===== config.mk =====
export PLATFORM = sky130hd
export DESIGN_NAME = ra2_div
export DESIGN_NICKNAME = d
export VERILOG_FILES = /design/src/sv/ra2_div.sv
export SDC_FILE = /design/constraint.sdc
export NUM_CORES = 1
export LEC_CHECK = 0
export CORE_MARGIN = 1.5
export CORE_UTILIZATION = 50
export DETAILED_ROUTE_END_ITERATION = 8
export DONT_BUFFER_PORTS = 1
export PLACE_DENSITY = 0.71
export REMOVE_ABC_BUFFERS = 1
export SLEW_MARGIN = 25
export SYNTH_ARGS = -nofsm -noshare
export SYNTH_HDL_FRONTEND = slang
export SYNTH_SLANG_ARGS = --single-unit

===== constraint.sdc =====
create_clock -name clk_i -period 8.4 [get_ports clk_i]
set_input_delay 1.68 -clock clk_i [delete_from_list [all_inputs] [get_ports clk_i]]
set_output_delay 1.68 -clock clk_i [all_outputs]
set_load 0.01 [all_outputs]

===== src/sv/ra2_div.sv =====
// Pipelined restoring divider, one quotient bit per register stage.
module ra2_div #(
  parameter int unsigned DIVISOR_W = 16,
  parameter int unsigned QUOT_W    = 17,
  parameter int unsigned SIDE_W    = 1
) (
  input  logic                 clk_i,
  input  logic                 rst_ni,
  input  logic                 en_i,
  input  logic                 vld_i,
  input  logic [DIVISOR_W-1:0] rem_i,
  input  logic [QUOT_W-1:0]    low_i,
  input  logic [DIVISOR_W-1:0] div_i,
  input  logic [SIDE_W-1:0]    side_i,
  output logic                 vld_o,
  output logic [QUOT_W-1:0]    quot_o,
  output logic [SIDE_W-1:0]    side_o
);

  logic                 vld_q  [QUOT_W];
  logic [DIVISOR_W-1:0] rem_q  [QUOT_W];
  logic [QUOT_W-1:0]    low_q  [QUOT_W];
  logic [DIVISOR_W-1:0] div_q  [QUOT_W];
  logic [SIDE_W-1:0]    side_q [QUOT_W];

  for (genvar i = 0; i < QUOT_W; i++) begin : g_stage
    logic                 vld_in;
    logic [DIVISOR_W-1:0] rem_in;
    logic [QUOT_W-1:0]    low_in;
    logic [DIVISOR_W-1:0] div_in;
    logic [SIDE_W-1:0]    side_in;
    logic [DIVISOR_W:0]   trial;
    logic                 take;
    logic [DIVISOR_W-1:0] rem_d;
    logic [QUOT_W-1:0]    low_d;

    if (i == 0) begin : g_first
      assign vld_in  = vld_i;
      assign rem_in  = rem_i;
      assign low_in  = low_i;
      assign div_in  = div_i;
      assign side_in = side_i;
    end else begin : g_next
      assign vld_in  = vld_q[i-1];
      assign rem_in  = rem_q[i-1];
      assign low_in  = low_q[i-1];
      assign div_in  = div_q[i-1];
      assign side_in = side_q[i-1];
    end

    // Shift in the next dividend bit, subtract when it fits
    always_comb begin
      trial = {rem_in, low_in[QUOT_W-1]};
      take  = (trial >= {1'b0, div_in});
      rem_d = take ? DIVISOR_W'(trial - {1'b0, div_in}) : DIVISOR_W'(trial);
      low_d = {low_in[QUOT_W-2:0], take};
    end

    always_ff @(posedge clk_i or negedge rst_ni) begin
      if (!rst_ni) begin
        vld_q[i] <= 1'b0;
      end else if (en_i) begin
        vld_q[i] <= vld_in;
      end
    end

    always_ff @(posedge clk_i) begin
      if (en_i) begin
        rem_q[i]  <= rem_d;
        low_q[i]  <= low_d;
        div_q[i]  <= div_in;
        side_q[i] <= side_in;
      end
    end
  end

  assign vld_o  = vld_q[QUOT_W-1];
  assign quot_o = low_q[QUOT_W-1];
  assign side_o = side_q[QUOT_W-1];

endmodule


==> flow_summary.ini <==
[drt]
drt-vias-per-instance = 5.44
wirelength_mm = 70.8
vias = 23654
drtAntennaViolNets = 0
drc_errors = 0
wire_per_inst_um = 16.3
drt_first_pass_iters = 6
drtIter0Drc = 1452

[grt]
grt_pass1_vias = 23108
grt_first_pass_wirelength_mm = 115
overflow = 0
grt_start_max_net_pins = 836
antenna_found_initial = 2
track_usage_pct = 17.0

[power]
combPwrFrac_pct = 38.2
p_sw_share_pct = 32.7
power_density_nw_per_um2 = 364
p_int_mw = 11.1
p_leak_nw = 17.7
p_sw_mw = 5.38
seq_power_share_pct = 38.6
p_total_mw = 16.5
peakVddDrop_mv = 0.176
clkPwrFrac_pct = 23.2

[layout]
mostFrequentLayoutCell = edfxtp_1
final_nets = 3554
final_cell_mix = edfxtp_1, inv_1, ha_1
syn2layout_area_growth_pct = 10.5
n_fill_cell = 6477
drive_gt1_share_pct = 10.4
final_cells = 4346
antenna_cells = 0
design_area_um2 = 45300

[floorplan]
dieArea_um2 = 83600
start_util_pct = 50.7
ios = 73
die_h_um = 289
rows = 104
core-area_um2 = 80800
die_w_um = 289

[critical_path]
crit_path_end_kind = flop
arrival_ns = 4.41
reg2regPathDepth = 11
startpoint_type = primary input
critPathRequiredTime_ns = 8.80
path_max_fanout = 30
crit_type = primary input to flop

[placed_design]
placed_cells = 4172
dpl.hpwl_mm = 48.7
routabilityCongestion = 0.890
placed_cell_area_um2 = 42200
io_buffers = 0

[clocking]
cts_made_buffers = 92
clock_path_buffers = 3
cts.sinks = 835
clockRootBuffer = clkbuf_16
htreeDepth = 3
postCtsHoldBufs = 0
cts_resized = 0
clock_latency_ns = 0.65
cts_setup_buffers = 0
cts_tree = done
cts.clk_slew.worst_paths_ns = 0.06

[synthesis]
synth_top_area_cell = edfxtp_1
synth_area_um2 = 40900
synth_flop_cell = edfxtp_1
yosys_warnings = 0
netlist_instances = 3140
synth_top_area_share_pct = 60.0
synth_edf_count = 818
synthTopCellsByArea = edfxtp_1, ha_1, mux2_2
syn_avg_cell_area_um2 = 13.0
synth-seq-area-share_pct = 61.0
yosys_register_bits = 835
yosysUniqueCellTypes = 64
async_flop_share_pct = 2.04

[timing]
finalHoldViolCount = 0
whs_ns = 0.393
rsz0062_at_grt = no
relSlewSlack_pct = 22.5
min_period_ns = 4.01
post-route-period-util_pct = 47.8
finClkSkew_ns = 0.0283
setup_tns_ns = 0
clock.fmax_mhz = 249
slew_viol_final = 0
worst_slew_pin_slew_ns = 1.16
setup_viol = 0

[worst_hold_path]
hold_path.class = flop to flop
hold_depth = 0

[outcome]
status = finished, final reports clean

[flow_run]
max_cap_viol_count = 0
==> power by group through the flow <==
stage / combinational (mW) / clock, mW / sequential, mW
floorplan: 4.94 / 0 / 6.24
global placement: 6.04 / 0 / 6.42
detailed placement: 6.14 / 0 / 6.44
CTS: 6.20 / 3.94 / 6.36
global route: 7.01 / 4.11 / 6.45
finish: 6.29 / 3.81 / 6.35
==> worst max-delay path, cell delays in order <==
cell,delay [ns]
inv_1,0.03
ha_1,0.28
nor2b_1,0.14
o21ai_0,0.21
a21oi_1,0.18
o31ai_1,0.53
a21oi_1,0.25
o21ai_4,0.61
inv_1,0.19
mux2_2,0.31
==> Yosys cell counts (23+ instances only) <==
cell type and number:
o31a_1 23, mux2_2 145, xnor2_1 112, ha_1 272
a21o_1 53, inv_1 353, nand3_1 40, a21oi_1 207
o21ai_0 146, nand2b_1 41, o21a_1 53, nor2b_1 36
xor2_1 66, edfxtp_1 818, nor3_1 54, nor2_1 200
nand4_1 36, nand2_1 128, clkbuf_1 32, o31ai_1 28
==> cell families (layout without fill, tap and decap cells) <==
group / after synthesis / count (layout) / share of synthesized area (%)
compound gates: 657 / 657 / 10.2
xor+xnor: 178 / 178 / 3.81
fa+ha+maj: 288 / 288 / 9.09
buf+inv: 393 / 539 / 3.68
flops: 835 / 835 / 61.0
mux: 180 / 180 / 5.01
simple gates: 609 / 609 / 7.15
==> per-stage QoR <==
stage | setup WS [ns] | util, %
after floorplan | 3.27 | -
after detailed placement | 3.43 | 52.2
final | 4.39 | 56.0
after global placement | 3.45 | 52.2
after CTS | 4.12 | 55.8
after global routing | 4.10 | 56.0
==> registers in the layout (all words and copies together), names as in the netlist <==
signal and cells:
low_q 289, g_stage.vld_in 16, div_q 256, rem_q 256, vld_o 1, side_q 17
==> final timing paths <==
check	startpoint	end	slack [ns]
worst max-delay path	div_i[1]	rem_q[0][10]	4.39
worst min-delay path	low_q[1][100]	low_q[1][118]	0.39
worst max register to register	div_q[0][49]	rem_q[0][70]	4.50
worst min register to register	low_q[1][100]	low_q[1][118]	0.39
max in group asynchronous	rst_ni	g_stage[16].vld_in	7.58
min in group asynchronous	rst_ni	g_stage[2].vld_in	0.74
==> per-layer routing <==
metal	up-vias	track usage [%]	routed length, um
met2	499	29.1	34700
met5	-	0	25
li1	11775	-	-
met4	4	6.38	2060
met3	130	2.76	3310
met1	11246	21.7	30700
==> final cells by class <==
class / instances / area [um2] / area share, %
tap: 1060 / 1330 / 2.93
clock buffer: 110 / 2390 / 5.28
inverter: 353 / 1330 / 2.93
clock inverter: 58 / 503 / 1.11
timing repair buffer: 18 / 223 / 0.492
sequential: 835 / 25000 / 55.2
multi-input combinational: 1912 / 14500 / 32.0
(Power assumes the default switching activity.)
