--- src/sv/ra2_pkg.sv ---
// Shared constants and types for the rational atan2 approximation pipeline.
package ra2_pkg;

  // Default configuration
  localparam int unsigned InputWidthDef    = 16;
  localparam int unsigned AngleFracBitsDef = 13;
  localparam int unsigned AngleW           = 16;

  // Ratio in Q16, 0..1.0 inclusive
  localparam int unsigned RW = 17;

  // Approximation coefficients
  localparam logic [11:0] K1_Q16 = 12'd3297;
  localparam logic [18:0] K2_Q16 = 19'd458020;
  localparam logic [10:0] K3_Q32 = 11'd1351;
  localparam logic [17:0] K4_Q16 = 18'd186415;
  localparam logic [15:0] K5_Q16 = 16'd54159;
  localparam logic [13:0] K6_Q16 = 14'd9641;
  localparam logic [15:0] K7_Q16 = 16'd42236;

  // Angle constants, Q28
  localparam int unsigned MagW = 30;
  localparam logic [MagW-1:0] PI_Q28  = 30'd843314857;
  localparam logic [MagW-1:0] PIH_Q28 = 30'd421657428;

  // Datapath widths of the rational evaluation
  localparam int unsigned PRawW = 31;
  localparam int unsigned PW    = 16;
  localparam int unsigned RrW   = 34;
  localparam int unsigned K5rW  = 33;
  localparam int unsigned K6rW  = 31;
  localparam int unsigned QuadW = 35;
  localparam int unsigned K7rrW = 50;
  localparam int unsigned ProdW = 49;
  localparam int unsigned QW    = 17;
  localparam int unsigned NumW  = 52;
  localparam int unsigned DenW  = 34;
  localparam int unsigned DvdW  = 64;

  // Quotient bits of the final division (Q28 value stays below 2^30)
  localparam int unsigned VQuotW = 30;

  // Octant and quadrant information that travels with each sample
  typedef struct packed {
    logic yneg;
    logic xneg;
    logic swap;
  } oct_t;

  // Side information through the ratio divider
  typedef struct packed {
    oct_t oct;
    logic zero;
  } ratio_side_t;

endpackage

--- src/sv/ra2_poly.sv ---
// Numerator and denominator of the rational arctangent, five register stages.
module ra2_poly import ra2_pkg::*; (
  input  logic            clk_i,
  input  logic            rst_ni,
  input  logic            en_i,
  input  logic            vld_i,
  input  logic [RW-1:0]   r_i,
  input  oct_t            oct_i,
  output logic            vld_o,
  output logic [DvdW-1:0] dvd_o,
  output logic [DenW-1:0] den_o,
  output oct_t            oct_o
);

  logic [4:0] vld_q;
  oct_t       oct_q [5];

  logic [PRawW-1:0] s1_praw_q;
  logic [RrW-1:0]   s1_rr_q;
  logic [K5rW-1:0]  s1_k5r_q;
  logic [K6rW-1:0]  s1_k6r_q;
  logic [RW-1:0]    s1_r_q;

  logic [PW-1:0]    s2_p_q;
  logic [QuadW-1:0] s2_quad_q;
  logic [K7rrW-1:0] s2_k7rr_q;
  logic [K6rW-1:0]  s2_k6r_q;
  logic [RW-1:0]    s2_r_q;

  logic [ProdW-1:0] s3_prod_q;
  logic [DenW-1:0]  s3_den_q;
  logic [QuadW-1:0] s3_quad_q;

  logic [NumW-1:0]  s4_num_q;
  logic [DenW-1:0]  s4_den_q;

  logic [DvdW-1:0]  s5_dvd_q;
  logic [DenW-1:0]  s5_den_q;

  logic [PRawW:0]   p_sum;
  logic [K7rrW:0]   k7_sum;
  logic [ProdW:0]   prod_sum;
  logic [QW-1:0]    q_rnd;

  always_comb begin
    p_sum    = (PRawW+1)'(s1_praw_q) + (PRawW+1)'(1 << 15);
    k7_sum   = (K7rrW+1)'(s2_k7rr_q) + (K7rrW+1)'(1 << 15);
    prod_sum = (ProdW+1)'(s3_prod_q) + ((ProdW+1)'(1) << 31);
    q_rnd    = QW'(prod_sum >> 32);
  end

  // Advance valid bits and octant flags
  always_ff @(posedge clk_i or negedge rst_ni) begin
    if (!rst_ni) begin
      vld_q <= '0;
    end else if (en_i) begin
      vld_q <= {vld_q[3:0], vld_i};
    end
  end

  always_ff @(posedge clk_i) begin
    if (en_i) begin
      oct_q[0] <= oct_i;
      for (int i = 1; i < 5; i++) begin
        oct_q[i] <= oct_q[i-1];
      end

      // Stage 1: k1 (k2 - r), r^2 and the linear terms
      s1_praw_q <= PRawW'(K1_Q16) * PRawW'(K2_Q16 - 19'(r_i));
      s1_rr_q   <= RrW'(r_i) * RrW'(r_i);
      s1_k5r_q  <= K5rW'(K5_Q16) * K5rW'(r_i);
      s1_k6r_q  <= K6rW'(K6_Q16) * K6rW'(r_i);
      s1_r_q    <= r_i;

      // Stage 2: round p to Q16, quadratic in Q32, k7 r^2
      s2_p_q    <= PW'(p_sum >> 16);
      s2_quad_q <= (QuadW'(K4_Q16) << 16) + QuadW'(s1_k5r_q) + QuadW'(s1_rr_q);
      s2_k7rr_q <= K7rrW'(K7_Q16) * K7rrW'(s1_rr_q);
      s2_k6r_q  <= s1_k6r_q;
      s2_r_q    <= s1_r_q;

      // Stage 3: p (k3 + r) and the denominator in Q32
      s3_prod_q <= ProdW'(s2_p_q) * ProdW'({s2_r_q, 16'd0} + 33'(K3_Q32));
      s3_den_q  <= (DenW'(1) << 32) + DenW'(s2_k6r_q) + DenW'(k7_sum >> 16);
      s3_quad_q <= s2_quad_q;

      // Stage 4: round to Q16 and multiply by the quadratic
      s4_num_q  <= NumW'(q_rnd) * NumW'(s3_quad_q);
      s4_den_q  <= s3_den_q;

      // Stage 5: dividend for a rounded Q28 quotient
      s5_dvd_q  <= (DvdW'(s4_num_q) << 12) + DvdW'(s4_den_q >> 1);
      s5_den_q  <= s4_den_q;
    end
  end

  assign vld_o = vld_q[4];
  assign dvd_o = s5_dvd_q;
  assign den_o = s5_den_q;
  assign oct_o = oct_q[4];

endmodule

--- config.mk ---
export PLATFORM = sky130hd
export DESIGN_NAME = ra2_poly
export DESIGN_NICKNAME = d
export VERILOG_FILES = /design/src/sv/ra2_pkg.sv /design/src/sv/ra2_poly.sv
export SDC_FILE = /design/constraint.sdc
export NUM_CORES = 2
export LEC_CHECK = 0
export ABC_CLOCK_PERIOD_IN_PS = 10000
export BUFFER_PORTS_ARGS = -buffer_cell sky130_fd_sc_hd__clkbuf_2
export CAP_MARGIN = 20
export CORE_AREA = 10 10 396 398
export DETAILED_ROUTE_END_ITERATION = 6
export DIE_AREA = 0 0 406 408
export GPL_TIMING_DRIVEN = 0
export PLACE_DENSITY_LB_ADDON = 0.3
export SYNTH_ARGS = -nofsm -noshare
export SYNTH_HDL_FRONTEND = slang
export SYNTH_SLANG_ARGS = --single-unit
--- constraint.sdc ---
create_clock -name clk_i -period 10 [get_ports clk_i]
set_clock_uncertainty 0.05 [all_clocks]
set_input_delay 2 -clock clk_i [delete_from_list [all_inputs] [get_ports clk_i]]
set_output_delay 2 -clock clk_i [all_outputs]
set_load 0.1 [all_outputs]
==> impl_results.md <==
- Port bufs: 125
- Drt initial violations: 3593
- Hold Crit Class: flip-flop to flip-flop
- Synth top area share: 0.337
- Minimum clock period: 9730 ps
- CP Launch Type: primary input
- Final nets: 10657
- Largest net degree at the start of global routing: 114
- Synth cell types: 81
- Hold-fix buffers, CTS: 0
- Post-Place Cells: 10062
- Root buf cell: clkbuf_16
- Die Span Y: 408 µm
- Crit Path Category: primary input to flip-flop
- Most frequent cells in the layout: 1929 x inv_1, 1371 x fa_1, 1081 x ha_1
- Leading post-synthesis cells by cell area: fa_1 34%, edfxtp_1 19%, ha_1 17%
- Via/cell ratio: 5.46
- Ys flop type: edfxtp_1
- Post-Syn Area per Cell: 10.2 µm²
- N_diodes: 0
- Post-synth top area cell: fa_1
- Initial Utilization: 0.547
- Pins over their slew limit: 0
- Share of layout cells above drive strength 1: 0.0368
- Crit. End Element: flip-flop
- Drt drc: 0
- Sequential cell area fraction in the yosys report: 0.196
- Post-synth ARST share: 0.00938
- Setup repair after global routing missed its margin: no
- Register bit total from synthesis: 533
- Drt wl/cell: 20.2 µm
- TritonRoute pass-1 iters: 6
- Clock insertion delay at the later pin of the skew report: 740 ps
- Ratio of final minimum period to clock period: 0.973
- Clock sink total: 533
- Via count: 55619
- RePlAce Congestion: 0.959
- Yosys warning count: 0
- WL final: 206 mm
- Slew HR: 0.242
- Fin Setup TNS: 0 ps
- Die W: 406 µm
- Overflow after GRT: 0
- WP data arrival: 10140 ps
- Crit path from: r_i[16]
- Vias in the first global route: 60884
- Layout area overhead: 6.89%
- Run status: finished clean
- HPWL Detailed: 170 mm
- Req. time, crit path: 10410 ps
- Initial antenna violation count: 6
- Endpoints failing hold: 0
- Global-route wire length before repair: 333 mm
- Worst hold start: s2_quad_q[14]
- Die footprint: 166000 µm²
- Post-route ant nets: 0
- Final Non-Filler Cells: 10178
- Commonest non-fill, non-tap cell in the layout: inv_1
- Synth Cell Area: 81400 µm²
- IO Count: 126
- Post-CTS setup buffers: 0
- Maxcap violations: 0
- CTS tree: done
- Row count: 142
- Post-synth EDFFs: 528
- CP Max Fanout: 16
- Core ar.: 149000 µm²
- H-tree depth: 2
- Max Clock Freq: 0.103 GHz
- Synth Instances: 7964
- CTS Buf Count: 61
- GRT Util Overall: 0.256
- CTS clk-pin slew, worst paths: 70 ps
- Clock buffer depth: 3
- Endpoints failing setup: 0
- Core Util, Final: 0.585
- Worst R2R Start: s3_prod_q[33]
- Worst slew pin tran: 1130 ps
==> metal layers <==
metal  global-route usage  up-vias  part of all wire  routed length [µm]
li1                     -    25341                 -                   -
met2                0.433     1792              0.48               99000
met3               0.0329      492             0.060               12300
met1                0.324    27988              0.40               82400
met4                0.121        6             0.059               12100
met5                    0        -           0.00019                  39
==> final timing paths <==
kind	slack, ps	cells after the start	endpoint
worst max-delay path	270	21	s1_rr_q[32]
worst min-delay path	330	0	s3_quad_q[14]
worst max register to register	460	27	s4_num_q[49]
worst min register to register	330	0	s3_quad_q[14]
max in group asynchronous	8750	1	vld_q[2]
min in group asynchronous	1010	1	vld_q[4]
==> registers in the layout, summed over array words and instances (netlist names), 15 cells and up <==
signal,flops
s4_den_q,34
s4_num_q,52
s1_praw_q,17
s3_den_q,34
s2_k6r_q,31
s1_k5r_q,32
den_o,22
s3_prod_q,18
dvd_o,64
s2_k7rr_q,35
s1_k6r_q,30
s2_p_q,16
s3_quad_q,34
oct_q,15
s2_quad_q,34
s1_rr_q,32
==> what timing repair did <==
item                       CTS  global route
gates resized for setup      5             6
setup endpoints to repair    3             3
gates cloned                 0             0
==> stage by stage <==
stage / area [µm²] / setup slack, ps / hold WS [ps]
after floorplan: 81500 / 1960 / 350
after global placement: 84500 / -2900 / 350
after detailed placement: 84800 / -508 / 355
after CTS: 87000 / 191 / 327
after global routing: 87100 / 31.1 / 333
final: 87100 / 272 / 329
==> cells by family after synthesis <==
family | count (synthesis) | share of synthesized area
xor+xnor | 395 | 0.0425
mux | 10 | 0.00134
buf+inv | 2143 | 0.0995
compound gates | 782 | 0.0628
simple gates | 1647 | 0.0946
other cells | 2 | 0.0000922
fa+ha+maj | 2452 | 0.503
flops | 533 | 0.196
==> Yosys cell counts (46+ instances only) <==
master	instances
nand2_1	798
xnor2_1	279
ha_1	1081
edfxtp_1	528
nor2_1	196
nor2b_1	91
a21oi_1	240
fa_1	1371
nand4_1	46
and3_1	52
xor2_1	116
a21o_1	174
o21ai_0	93
clkbuf_1	177
inv_1	1929
and2_1	234
nand3_1	88
==> final cells by class <==
cell class                 instances  area, µm²
buffer                           206        835
inverter                        1936       7270
clock buffer                      68       1560
clock inverter                    48        672
multi-input combinational       5300      57400
timing repair buffer             143        867
tap                             1944       2430
fill                           12695      61800
sequential                       533      16000
==> worst max-delay path: stages <==
cell and delay (ps):
clkbuf_2 500, clkbuf_1 460, clkinv_1 720, nor2_1 560, fa_1 520, fa_1 520, fa_1 540, inv_1 50
fa_1 490, fa_1 550, inv_1 50, fa_1 470, ha_1 370, o211a_1 150, a31oi_1 180, nand2_1 70
a21oi_1 490, nand3b_1 300, o31ai_1 190, a2111oi_0 750, xnor2_1 170
Power is not shown: default switching activity piles up to over one toggle a cycle in this logic, so the estimate is an artifact.
