<file path="src/sv/ra2_pkg.sv">
// Shared constants and types for the rational atan2 approximation pipeline.
package ra2_pkg;

  // Default configuration
  localparam int unsigned InputWidthDef    = 16;
  localparam int unsigned AngleFracBitsDef = 13;
  localparam int unsigned AngleW           = 16;

  // Ratio in Q16, 0..1.0 inclusive
  localparam int unsigned RW = 17;

  // Approximation coefficients
  localparam logic [11:0] K1_Q16 = 12'd3297;
  localparam logic [18:0] K2_Q16 = 19'd458020;
  localparam logic [10:0] K3_Q32 = 11'd1351;
  localparam logic [17:0] K4_Q16 = 18'd186415;
  localparam logic [15:0] K5_Q16 = 16'd54159;
  localparam logic [13:0] K6_Q16 = 14'd9641;
  localparam logic [15:0] K7_Q16 = 16'd42236;

  // Angle constants, Q28
  localparam int unsigned MagW = 30;
  localparam logic [MagW-1:0] PI_Q28  = 30'd843314857;
  localparam logic [MagW-1:0] PIH_Q28 = 30'd421657428;

  // Datapath widths of the rational evaluation
  localparam int unsigned PRawW = 31;
  localparam int unsigned PW    = 16;
  localparam int unsigned RrW   = 34;
  localparam int unsigned K5rW  = 33;
  localparam int unsigned K6rW  = 31;
  localparam int unsigned QuadW = 35;
  localparam int unsigned K7rrW = 50;
  localparam int unsigned ProdW = 49;
  localparam int unsigned QW    = 17;
  localparam int unsigned NumW  = 52;
  localparam int unsigned DenW  = 34;
  localparam int unsigned DvdW  = 64;

  // Quotient bits of the final division (Q28 value stays below 2^30)
  localparam int unsigned VQuotW = 30;

  // Octant and quadrant information that travels with each sample
  typedef struct packed {
    logic yneg;
    logic xneg;
    logic swap;
  } oct_t;

  // Side information through the ratio divider
  typedef struct packed {
    oct_t oct;
    logic zero;
  } ratio_side_t;

endpackage

</file>
<file path="src/sv/ra2_fold.sv">
// Octant and quadrant fold, rounding, sign and the output register.
module ra2_fold import ra2_pkg::*; #(
  parameter int unsigned ANGLE_FRAC_BITS = AngleFracBitsDef
) (
  input  logic              clk_i,
  input  logic              rst_ni,
  input  logic              en_i,
  input  logic              vld_i,
  input  logic [MagW-1:0]   v_i,
  input  oct_t              oct_i,
  output logic              vld_o,
  output logic [AngleW-1:0] angle_o
);

  localparam int unsigned SH = 28 - ANGLE_FRAC_BITS;
  localparam logic [MagW:0] HALF = ((MagW+1)'(1) << SH) >> 1;

  logic [3:0]        vld_q;
  oct_t              oct1_q, oct2_q, oct3_q;
  logic [MagW-1:0]   mag1_q, mag2_q;
  logic [MagW:0]     ang_q;
  logic [AngleW-1:0] angle_q;
  logic [MagW:0]     rnd;

  assign rnd = ((MagW+1)'(mag2_q) + HALF) >> SH;

  always_ff @(posedge clk_i or negedge rst_ni) begin
    if (!rst_ni) begin
      vld_q <= '0;
    end else if (en_i) begin
      vld_q <= {vld_q[2:0], vld_i};
    end
  end

  always_ff @(posedge clk_i) begin
    if (en_i) begin
      // Fold into the octant: pi/2 - a when |y| > |x|
      mag1_q <= !oct_i.swap ? v_i : ((v_i < PIH_Q28) ? PIH_Q28 - v_i : '0);
      oct1_q <= oct_i;
      // Fold into the quadrant: pi - that when x < 0
      mag2_q <= !oct1_q.xneg ? mag1_q : ((mag1_q < PI_Q28) ? PI_Q28 - mag1_q : '0);
      oct2_q <= oct1_q;
      // Round half up to the output fraction
      ang_q  <= rnd;
      oct3_q <= oct2_q;
      // Apply the sign of y
      angle_q <= oct3_q.yneg ? AngleW'(~ang_q + 1'b1) : AngleW'(ang_q);
    end
  end

  assign vld_o   = vld_q[3];
  assign angle_o = angle_q;

endmodule

</file>
<file path="config.mk">
export PLATFORM = sky130hd
export DESIGN_NAME = ra2_fold
export DESIGN_NICKNAME = d
export VERILOG_FILES = /design/src/sv/ra2_pkg.sv /design/src/sv/ra2_fold.sv
export SDC_FILE = /design/constraint.sdc
export NUM_CORES = 1
export LEC_CHECK = 0
export BUFFER_PORTS_ARGS = -buffer_cell sky130_fd_sc_hd__buf_4
export CORE_MARGIN = 2
export CORE_UTILIZATION = 45
export CTS_CLUSTER_SIZE = 28
export DETAILED_ROUTE_END_ITERATION = 8
export MAX_ROUTING_LAYER = met4
export PLACE_DENSITY_LB_ADDON = 0.25
export RECOVER_POWER = 50
export SLEW_MARGIN = 30
export SYNTH_ARGS = -nofsm -noshare
export SYNTH_HDL_FRONTEND = slang
export SYNTH_SLANG_ARGS = --single-unit
export TNS_END_PERCENT = 1
</file>
<file path="constraint.sdc">
create_clock -name clk_i -period 2.5 [get_ports clk_i]
set_input_delay 0.5 -clock clk_i [delete_from_list [all_inputs] [get_ports clk_i]]
set_output_delay 0.5 -clock clk_i [all_outputs]
set_load 0.01 [all_outputs]
</file>
==> results of run 1 <==
==> cell type report <==
type / instances / share of cell area
inverter: 34 / 0.0216
sequential: 86 / 0.433
timing repair buffer: 79 / 0.100
multi-input combinational: 341 / 0.382
tap: 140 / 0.0296
clock buffer: 10 / 0.0216
clock inverter: 6 / 0.0118
==> registers in the layout (all words and copies together) (netlist names) <==
name	count
ang_q	16
mag2_q	16
vld_q	4
oct2_q	1
oct1_q	2
oct3_q	1
mag1_q	30
angle_o	16
==> metrics by stage <==
stage | hold slack [ns] | std cells | TNS [ns] | cell area (um^2) | util
floorplan | 0.204 | 483 | 0 | 5050 | -
finish | 0.344 | 696 | 0 | 5910 | 0.543
global placement | 0.295 | 679 | 0 | 5720 | 0.526
CTS | 0.309 | 696 | 0 | 5930 | 0.545
global route | 0.323 | 696 | 0 | 5910 | 0.543
detailed placement | 0.297 | 679 | -0.00265 | 5720 | 0.526
==> critical path: cells and delay by family (launching register included) <==
| family | cells | cell delay (ns) |
|---|---|---|
| compound gates | 3 | 0.72 |
| flops | 1 | 0.49 |
| simple gates | 2 | 0.83 |
==> routing by layer <==
metal | share of wire | vias up
li1 | - | 2011
met1 | 0.40 | 1921
met2 | 0.51 | 172
met3 | 0.059 | 26
met4 | 0.031 | 0
met5 | 0 | -
==> cell families after synthesis <==
| family | count (synthesis) | synth area share |
|---|---|---|
| AO/OA/AOI/OAI | 119 | 0.176 |
| adder cells (fa/ha/maj) | 3 | 0.00743 |
| buffers and inverters | 56 | 0.0451 |
| AND/OR/NAND/NOR | 182 | 0.197 |
| XOR/XNOR | 28 | 0.0486 |
| flip-flops | 86 | 0.507 |
| multiplexers | 9 | 0.0188 |
==> path summary, 6_finish.rpt <==
path                       cells past startpoint            startpoint  slack, ns                   end
min in group asynchronous                      2                rst_ni       0.49  vld_q[0]$_DFFE_PN0P_
hold reg to reg                                0   oct2_q[2]$_DFFE_PP_       0.42   oct3_q[2]$_DFFE_PP_
hold / removal                                 1              oct_i[2]       0.34   oct1_q[2]$_DFFE_PP_
max in group asynchronous                      2                rst_ni       1.83  vld_q[3]$_DFFE_PN0P_
setup / recovery                               5  mag1_q[18]$_DFFE_PP_       0.20  mag2_q[28]$_DFFE_PP_
setup reg to reg                               5  mag1_q[18]$_DFFE_PP_       0.20  mag2_q[28]$_DFFE_PP_
==> cells in the final DEF, fill, tap and decap left out, types with 5 or more instances in the layout <==
cell	count
o311ai_1	6
and3_1	7
inv_1	34
or2_2	6
nor3_1	13
nand2_1	45
a31oi_1	13
buf_4	73
xnor2_1	24
a21o_1	7
a41oi_1	7
nor2b_1	6
a21oi_1	9
nand4_1	27
clkbuf_8	9
edfxtp_1	82
nand3_1	20
o221ai_1	8
nor2_1	24
o21ai_0	14
o31ai_1	6
nand2b_1	5
o22ai_1	16
mux2i_1	5
==> where the power goes <==
group,switching (mW),total [mW],internal [mW]
clock network,0.493,0.960,0.467
logic,0.311,0.587,0.276
registers,0.115,1.88,1.77
total,0.919,3.43,2.51
==> timing repair <==
| item | in CTS | in global routing |
|---|---|---|
| hold endpoints to repair | 4 | 0 |
| resized for setup | 0 | 1 |
| setup endpoints to repair | 0 | 1 |
| hold buffers | 1 | 0 |
==> results by group, run 1 <==
Power and ir drop
  • LEAKAGE: 2.20 nW
  • Pwr Density: 580 nW/um^2
  • VDD IR max: 0.000379 V
  • Tot Pwr: 3.43 mW

Timing
  • Period minus WS final: 2.30 ns
  • Fmax: 0.435 GHz
  • Layout Skew: 0.0106 ns
  • Fin crit share: 0.919
  • RSZ-0062 raised after global routing: no
  • Worst slew pin tran: 1.71 ns
  • Slew Viols, Final: 36
  • Final setup viols: 0
  • Relative slew slack: -0.141
  • Fin. Hold Viols: 0
  • Post-route setup slack: 0.202 ns

Clocking
  • Worst-Skew Late Latency: 0.35 ns
  • H-tree levels: 3
  • CTS buffer count: 9
  • Clock sinks: 86
  • CTS tree: yes
  • Longest Clk Path Bufs: 2
  • Worst-path clk slew: 0.08 ns
  • Post-CTS setup repair buffer count: 0
  • CTS root buf: clkbuf_8

Routing
  • Post-DRT Antenna Nets: 0
  • Initial drt markers: 206
  • Remaining DRCs: 0
  • Vias after detailed routing: 4130
  • Drt total wl: 10.4 mm
  • Vias per cell: 5.93
  • Drt wl/cell: 15.0 um
  • Initial DRT Pass Iterations: 5

Critical path
  • Critical path fanouts, max: 7
  • Critical path required time: 2.59 ns
  • Critical Path AT: 2.39 ns
  • Critical path start-end classification: reg -> reg
  • Slowest-stage cell, CP: edfxtp_1
  • Endpoint type of the worst setup path: flip-flop
  • Crit path cell chain: or3_4 > or3_1 > o31ai_2 > a21o_1 > o221ai_1
  • CP max stage delay: 0.49 ns
  • CP startpoint kind: flip-flop

Global routing
  • Largest net degree at the start of global routing: 53
  • Total grt overflow: 0
  • First-pass GRT wire length: 17.8 mm
  • Met3 Use GR: 0.0231
  • GR Layer Usage met1: 0.220
  • Antenna violations before repair: 0
  • Busiest grt layer: met2
  • GRT Total Usage: 0.192
  • Vias in the first global route: 3930
  • GRT met2 Usage: 0.330

Synthesis
  • Seq cells post-synth: 86
  • Cell count after synthesis: 483
  • Most common library cells after synthesis: edfxtp_1, nand2_1, inv_1
  • Mapped Area: 5050 um^2
  • Post-synth EDFFs: 82
  • Seq/Total Area, Yosys: 0.507
  • Top-count cell post-synth: edfxtp_1
  • Synth area leaders: edfxtp_1, xnor2_1, nand2_1, nand4_1, inv_1
  • Synth area leader: edfxtp_1
  • Prevailing post-synth register cell: edfxtp_1
  • Share of the synthesized area in the top cell type: 0.488
  • Synth unique cells: 64
  • Mapped Nets: 523
  • Average cell area after synthesis: 10.5 um^2
  • Yosys warnings: 0
  • Asr flop ratio synth: 0.0465

Cells and area
  • Filler cell count: 959
  • Area grow syn2layout: 17.1%
  • Antenna cells: 0
  • Layout cells sized above 1: 0.207
  • Multi-input logic area: 2260 um^2
  • Storage element area: 2560 um^2
  • Nets: 591

Die
  • Area of the die: 12100 um^2
  • Die Width: 110 um
  • Starting Density: 0.464
  • Die Span Y: 110 um
  • Io pins: 54
  • Core Region: 10900 um^2
  • Number of core rows: 38

Place
  • DP HPWL: 7.83 mm
  • I/O Buffers: 53
  • RePlAce Congestion: 0.975
  • Worst slack at placement: -0.00265 ns

Worst hold path
  • Worst hold-check path type: in -> reg

Flow run
  • Max-cap violations: 1

Status
  • Outcome: finished, violations left
  • Violated checks: capacitance limit, slew limit
(Power assumes the default switching activity.)
==> inputs of run 2 (changes only) <==
==> constraint.sdc (replaced) <==
create_clock -name clk_i -period 2.5 [get_ports clk_i]
set_input_delay 0 -clock clk_i [delete_from_list [all_inputs] [get_ports clk_i]]
set_output_delay 0 -clock clk_i [all_outputs]
set_load 0.01 [all_outputs]
==> run 2 against run 1 <==
The flow now finishes without violations. First-iteration DRC count fell by 6.3%. Largest cell class unchanged. Combinational power fell by 3%. Cell count fell by 0.43%. Sequential share of layout area rose by 0.63 points. Largest power group unchanged. Global-route usage fell by 0.22 points. Clock skew fell by 0.0021 ns. Maximum frequency barely moved. Sequential power barely moved. Wire length fell by 3.2%. Core utilization fell by 0.78 points.
==> results by group, run 2 (synthesis gave the netlist of run 1 again) <==
Cells and area
  • Area grow syn2layout: 15.4%
  • Biggest register: mag1_q
  • Most frequent cells in the layout: edfxtp_1, buf_4, nand2_1
  • Layout cells sized above 1: 0.156
  • Max reg flops: 30
  • Filler cell count: 990
  • Commonest non-fill, non-tap cell in the layout: edfxtp_1
  • Final core occ: 0.535
  • Antenna cells: 0
  • Nets: 589

Global routing
  • GRT met2 Usage: 0.329
  • Total grt overflow: 0
  • Met3 Use GR: 0.0338
  • GR Layer Usage met1: 0.211
  • GRT Total Usage: 0.190
  • Busiest grt layer: met2
  • First-pass GRT wire length: 17.4 mm
  • Antenna violations before repair: 0
  • Vias in the first global route: 3985
  • Largest net degree at the start of global routing: 51

Routing
  • Vias after detailed routing: 4053
  • Drt wl/cell: 14.6 um
  • Initial DRT Pass Iterations: 4
  • Remaining DRCs: 0
  • Drt total wl: 10.1 mm
  • Vias per cell: 5.85
  • Post-DRT Antenna Nets: 0
  • Initial drt markers: 193

Clocking
  • H-tree levels: 3
  • Longest Clk Path Bufs: 2
  • CTS buffer count: 9
  • Worst-Skew Late Latency: 0.36 ns
  • Worst-path clk slew: 0.07 ns
  • Clock sinks: 86
  • CTS root buf: clkbuf_8
  • CTS tree: yes

Timing
  • Slew Viols, Final: 0
  • Hold WS: 0.0105 ns
  • Final setup TNS: 0 ns
  • RSZ-0062 raised after global routing: no
  • Layout Skew: 0.00846 ns
  • Relative slew slack: 0.206
  • Fin. Hold Viols: 0
  • Post-route setup slack: 0.203 ns
  • Final setup viols: 0
  • Fin crit share: 0.919
  • Period minus WS final: 2.30 ns
  • Worst slew pin tran: 1.19 ns
  • Fmax: 0.435 GHz

Critical path
  • Worst R2R Path Depth: 5
  • R2R Path End: mag2_q[28]$_DFFE_PP_
  • CP max stage delay: 0.55 ns
  • RR Startpoint: mag1_q[18]$_DFFE_PP_
  • Critical Path AT: 2.42 ns
  • Crit path cell chain: dlygate4sd3_1 > buf_4 > and4_1 > o2111ai_1 > a31o_2 > o2bb2ai_2 > nand3_1 > o311ai_1
  • Slowest-stage cell, CP: dlygate4sd3_1
  • CP startpoint kind: input pin
  • Critical path's top delay family: compound AO/OA/AOI/OAI gates
  • Critical path fanouts, max: 7
  • Critical path required time: 2.63 ns
  • CP startpoint: v_i[13]
  • Critical path start-end classification: in -> reg
  • CP bufs+invs: 2
  • Endpoint type of the worst setup path: flip-flop
  • Worst Setup EP: mag1_q[15]$_DFFE_PP_
  • Crit. path cell count: 8
  • Reg-to-reg slack, setup: 0.24 ns

Die
  • Area of the die: 12100 um^2
  • Starting Density: 0.464
  • Die Width: 110 um
  • Core Region: 10900 um^2
  • Io pins: 54
  • Number of core rows: 38
  • Die Span Y: 110 um

Place
  • RePlAce Congestion: 0.910
  • DP HPWL: 7.51 mm
  • Worst slack at placement: 0.190 ns
  • I/O Buffers: 53

Flow run
  • Max-cap violations: 0

Status
  • Outcome: finished clean

Power and ir drop
  • VDD IR max: 0.000264 V
  • LEAKAGE: 2.12 nW
  • Pwr Density: 555 nW/um^2

Worst hold path
  • Hold Startpoint: v_i[15]
  • Worst hold-check path type: in -> reg
==> run 2: cell types whose count changed in the layout (fill, tap and decap cells not counted), sizes merged <==
cell and delta:
buf -26, bufinv -1, clkbuf +15, clkinv +2, clkinvlp -3, dlygate4sd3 +11
inv -1
==> run 2: cell type report <==
type,instances,area (um^2),area share
Clock buffer,12,135,0.0232
Multi-Input combinational cell,341,2260,0.388
Sequential cell,86,2560,0.440
Inverter,34,128,0.0219
Timing Repair Buffer,77,557,0.0955
Tap cell,140,175,0.0300
Clock inverter,3,12.5,0.00215
==> run 2: worst min-delay path by stage <==
| stage | endpoint | cells after the start |
|---|---|---|
| finish | mag1_q[15]$_DFFE_PP_ | 3 |
| global route | mag1_q[17]$_DFFE_PP_ | 2 |
| CTS | mag1_q[17]$_DFFE_PP_ | 2 |
| detailed placement | vld_q[0]$_DFFE_PN0P_ | 1 |
| global placement | vld_q[0]$_DFFE_PN0P_ | 1 |
| floorplan | vld_q[0]$_DFFE_PN0P_ | 0 |
==> run 2: worst reg2reg max path, stage by stage, from the launching register on <==
cell and delay [ns]:
edfxtp_1 0.47, or3_4 0.44, or3_1 0.39, o31ai_2 0.40, a21o_1 0.21, o221ai_1 0.10
==> run 2: what timing repair did <==
action	4_1_cts	5_1_grt
buffers inserted	0	0
hold endpoints to repair	14	0
endpoints found under the setup margin	0	2
hold buffers	12	0
gates resized for setup	0	2
==> run 2: metrics by stage <==
stage	total power, mW	instance area (um^2)	cells
global placement	2.46	5610	666
detailed placement	2.48	5610	666
finish	3.23	5830	693
global route	3.42	5830	693
floorplan	2.24	5050	483
CTS	3.28	5880	693
==> run 2: layer usage <==
| metal | wire length (um) | vias to the layer above |
|---|---|---|
| met2 | 5060 | 130 |
| met3 | 534 | 22 |
| li1 | - | 2003 |
| met1 | 4240 | 1898 |
| met4 | 271 | 0 |
| met5 | 0 | - |
==> run 2: power breakdown <==
part           internal (mW)  leakage (nW)  switching [mW]
sequential              1.77         0.850           0.112
clock                  0.348        0.0753           0.436
combinational          0.262          1.20           0.307
